[config.mk]
export PLATFORM = sky130hd
export DESIGN_NAME = spq_cell
export DESIGN_NICKNAME = d
export VERILOG_FILES = /design/src/rtl/spq_pkg.sv /design/src/rtl/spq_cell.sv
export SDC_FILE = /design/constraint.sdc
export NUM_CORES = 1
export LEC_CHECK = 0
export ABC_AREA = 0
export BUFFER_PORTS_ARGS = -buffer_cell sky130_fd_sc_hd__buf_2
export CAP_MARGIN = 10
export CORE_MARGIN = 2
export CORE_UTILIZATION = 46
export DETAILED_ROUTE_END_ITERATION = 8
export PLACE_DENSITY = 0.91
export SLEW_MARGIN = 40
export SYNTH_ARGS = -nofsm -noshare
export SYNTH_HDL_FRONTEND = slang
export SYNTH_SLANG_ARGS = --single-unit
[constraint.sdc]
create_clock -name clk -period 7 [get_ports clk]
set_input_delay 1.75 -clock clk [delete_from_list [all_inputs] [get_ports clk]]
set_output_delay 1.75 -clock clk [all_outputs]
set_load 0.02 [all_outputs]
[src/rtl/spq_pkg.sv]
`timescale 1ns / 1ps

package spq_pkg;

  // store depth and derived widths
  localparam int CAPACITY = 64;
  localparam int CNT_W    = $clog2(CAPACITY + 1);
  localparam int KEY_W    = 16;
  localparam int PAY_W    = 16;
  localparam int COUNT_W  = 7;

  typedef enum logic [0:0] {
    CMD_INSERT = 1'b0,
    CMD_POP    = 1'b1
  } cmd_e;

  typedef enum logic [1:0] {
    ST_INSERTED = 2'd0,
    ST_POPPED   = 2'd1,
    ST_EMPTY    = 2'd2,
    ST_OVERFLOW = 2'd3
  } status_e;

  // one stored entry
  typedef struct packed {
    logic signed [KEY_W-1:0] key;
    logic [PAY_W-1:0]        payload;
  } entry_t;

  // broadcast from the top level to every cell
  typedef struct packed {
    logic   fire;
    logic   pop;
    entry_t item;
  } cell_ctrl_t;

  typedef struct packed {
    cmd_e                    command;
    logic signed [KEY_W-1:0] key;
    logic [PAY_W-1:0]        payload;
  } in_t;

  typedef struct packed {
    status_e                 status;
    logic signed [KEY_W-1:0] out_key;
    logic [PAY_W-1:0]        out_payload;
    logic [COUNT_W-1:0]      count;
  } out_t;

endpackage

[src/rtl/spq_cell.sv]
`timescale 1ns / 1ps

module spq_cell import spq_pkg::*; (
  input  logic       clk,
  input  cell_ctrl_t ctrl,
  input  logic       occ,
  input  logic       ge_left,
  input  entry_t     left,
  input  entry_t     right,
  output logic       ge,
  output entry_t     entry
);

  // this slot stays ahead of the new entry
  assign ge = occ && (entry.key >= ctrl.item.key);

  // shift toward the head on pop, open a gap on insert
  always_ff @(posedge clk) begin
    if (ctrl.fire) begin
      if (ctrl.pop) begin
        entry <= right;
      end else if (!ge) begin
        entry <= ge_left ? ctrl.item : left;
      end
    end
  end

endmodule
Word-level counts from Yosys, hierarchy flattened. Index checks and enable logic that the tools add are counted.

Bits in registers: 32.

Magnitude comparators: 1. Equality and inequality tests: 1. Mux-type cells: 3. Reduce and logical (&&, ||, !) cells: 2.

Operators with widths (number): two-way mux 32 bit (3); greater-or-equal comparator 16 bit (1); != test 2 bit, second input constant (1); AND reduction 2 bit (1); logical AND 1 bit (1).

Logic depth before layout (Yosys ltp).
Word-level depth: 4. Mapped depth: 7.

Worst setup path after synthesis. No wires, ideal clock.

Path kind: input to output. Start point: input port ctrl[31] (netlist bit). End point: output port ge. Arrival: 3197 ps. Data required time: 5250 ps. Path slack: 2053 ps. Cell stages on the path: 7. Buffers on the path: 0. Path through: inv_1 > ha_1 > nand4_2 > nor4_2 > o21ai_0 > nand3_2 > mux2i_1.

Cells in the longest elaborated chain, start to end: 2.

RTL lines: start: declaration (RTL line spq_cell.sv:5) `input cell_ctrl_t ctrl,`; greater-or-equal comparator 16 bit (RTL line spq_cell.sv:15) `assign ge = occ && (entry.key >= ctrl.item.key);`; logical AND 1 bit (RTL line spq_cell.sv:15); end: declaration (RTL line spq_cell.sv:10) `output logic ge,`.

No other way between the ends.

Final worst setup path. Ends and elaborated chain as after synthesis.

==> flow_summary.ini <==
[status]
status = finished clean

[pwr]
p_int_uw = 369
comb_power_share_pct = 29.2
vdd_drop_max_uv = 120
p_per_area_nw_per_um2 = 187
p_leak_nw = 1.47
swShare_pct = 30.7
clkPwrFrac_pct = 24.6
pwr-share-seq_pct = 46.2
netSwitchingPower_uw = 164

[global_route]
antenna_found_initial = 0
grt_start_max_net_pins = 66
overflow = 0
grt_pass1_vias = 1914
grt_pass1_wl_mm = 8.45
grt_usage_pct = 21.4

[critical_path]
max_stage_delay_ns = 0.34
critPathCaptureType = output pin
critPathKind = input port to output pin
cp-start-kind = input port
cp_data_arrival_time_ns = 3.44
crit_chain = buf_2 > inv_1 > ha_1 > nand4_2 > nor4_2 > o21ai_0 > nand3_2 > mux2i_1 > buf_2
timing.critical_path.mode_cell = buf_2
worst_path_max_delay_cell = nor4_2
cp_max_fo = 4
path_buf_inv = 3
required_ns = 5.25
critical_path.top_delay_family = simple AND/OR/NAND/NOR gates

[logic_synthesis]
ys_top_cells_by_area = edfxtp_1, mux2i_1, ha_1
ys_top_cells_by_count = nand2_1, o21ai_0, mux2i_1
avgSynthCellArea_sq_um = 10.2
yosysWarnings = 0
synth-seq-cells = 32
synth_edf_count = 32
synth_cell_types = 21
syn_inst = 202
async_flop_share_pct = 0
yosysTopAreaCell = edfxtp_1
synth.top_cell.area_share_pct = 46.5
synth.most_common_cell = nand2_1
synth_flop_cell = edfxtp_1
synth_area_sq_um = 2060
syn_nets = 319
synth-seq-area-share_pct = 46.5

[routing]
via_per_inst = 5.08
dr.first_iter.drc_count = 98
drt_first_pass_iters = 3
antenna_left = 0
vias = 1950
drt-wirelength-per-cell_um = 13.6
drc_errors = 0
routed_wl_mm = 5.23

[floorplanning]
die_w_um = 71.0
die_h_um = 71.0
rows = 24
start_util_pct = 47.7
core_sq_um = 4320
ios = 134
die-area_sq_um = 5040

[layout]
drive_above_1_share_pct = 43.1
top_regs = entry (32)
final_nets = 449
syn2layout_area_growth_pct = 38.1
largest_reg_flops = 32
fin_util_pct = 65.9
regMostFlops = entry
antennaDiodeCount = 0

[sta]
finalMaxSlewViolations = 0
tightestPinTransition_ns = 0.551
skew_ns = 0.00677
hold_violations = 0
relSlewSlack_pct = 63.3
fin_crit_ns = 5.19
max_freq_mhz = 193
tns_ns = 0
rsz0062_at_grt = no
period_share_pct = 74.1
setup_violations = 0

[job]
drv_cap = 0

[placed_design]
port_buffers = 133
place_hpwl_mm = 4.14
gp_congestion = 0.809

[clock_network]
cts_made_buffers = 5
postCtsResizedCells = 0
post-cts-setup-buffers = 0
root_buffer = clkbuf_8
ctsHoldBuffers = 0
worst_skew_pair.late_latency_ns = 0.28
clock_sinks = 32
cts_tree = yes
clk_pin_slew_ns = 0.07
clk_path_buf_depth = 2
cts-htree-levels = 2

[min_path]
min_path_type = flip-flop to flip-flop
==> metrics by stage <==
| stage | instance area, sq um | power [mW] | instances | hold slack [ns] | setup WS, ns |
|---|---|---|---|---|---|
| finish | 2850 | 0.533 | 384 | 1.01 | 1.81 |
| floorplan | 2060 | 0.341 | 202 | 1.76 | 2.05 |
| detailed placement | 2770 | 0.408 | 377 | 1.02 | 1.82 |
| global route | 2850 | 0.564 | 384 | 1.09 | 1.63 |
| CTS | 2850 | 0.537 | 384 | 1.03 | 1.81 |
| global placement | 2770 | 0.401 | 377 | 1.01 | 1.89 |
==> routing by layer <==
metal	GRT usage (%)	vias up	wire, um
met5	0	-	0
met4	7.97	0	116
met3	6.41	14	351
met2	38.9	76	2760
met1	23.4	873	2000
li1	-	987	-
==> tightest hold or removal path, stage by stage, from the launching register on <==
cell,delay (ns)
edfxtp_1,0.35
ha_1,0.16
a311oi_1,0.06
nand3_2,0.11
mux2i_4,0.14
==> path summary, 6_finish.rpt <==
check	start	endpoint	slack, ns	cells past startpoint
hold reg to reg	entry[31]	entry[10]	1.01	4
setup / recovery	ctrl[31]	ge	1.81	9
hold / removal	entry[31]	entry[10]	1.01	4
setup reg to reg	entry[31]	entry[22]	4.28	7
==> final cells by class <==
type                    instances  area (sq um)
fillers                       363          1470
multi-input cells             142          1010
flip-flops and latches         32           961
repair buffers                134           678
clock buffers                   5          68.8
well taps                      52          65.1
inverters                      17          63.8
clock inverters                 2          7.51
==> layout by cell type (no fill, tap or decap) <==
master    instances
nand3_2           1
nand4_2           1
o221ai_1          1
a21oi_1           5
a31oi_1           1
clkinv_1          2
clkbuf_8          5
nand2_1          36
edfxtp_1         32
nand4_1           2
ha_1             16
a311oi_1          1
a211o_1           1
nor2b_1           1
inv_1            17
mux2i_1          33
nor2_1            3
mux2i_4           1
nand2b_1          2
buf_2           131
buf_4             3
nor4_2            1
a21o_1            1
o21ai_0          35
==> cell families after synthesis <==
kind of cell | synth area share [%]
simple gates | 10.3
compound gates | 11.6
flops | 46.5
buf+inv | 5.33
mux | 16.5
fa+ha+maj | 9.70
==> power by group through the flow <==
stage                     registers, mW  clock network, mW  logic (mW)
after floorplan                   0.278                  0      0.0630
after global placement            0.250                  0       0.151
after detailed placement          0.251                  0       0.157
after CTS                         0.247              0.133       0.158
after global routing              0.249              0.143       0.172
final                             0.246              0.131       0.156
Power figures use the tool's default switching activity.
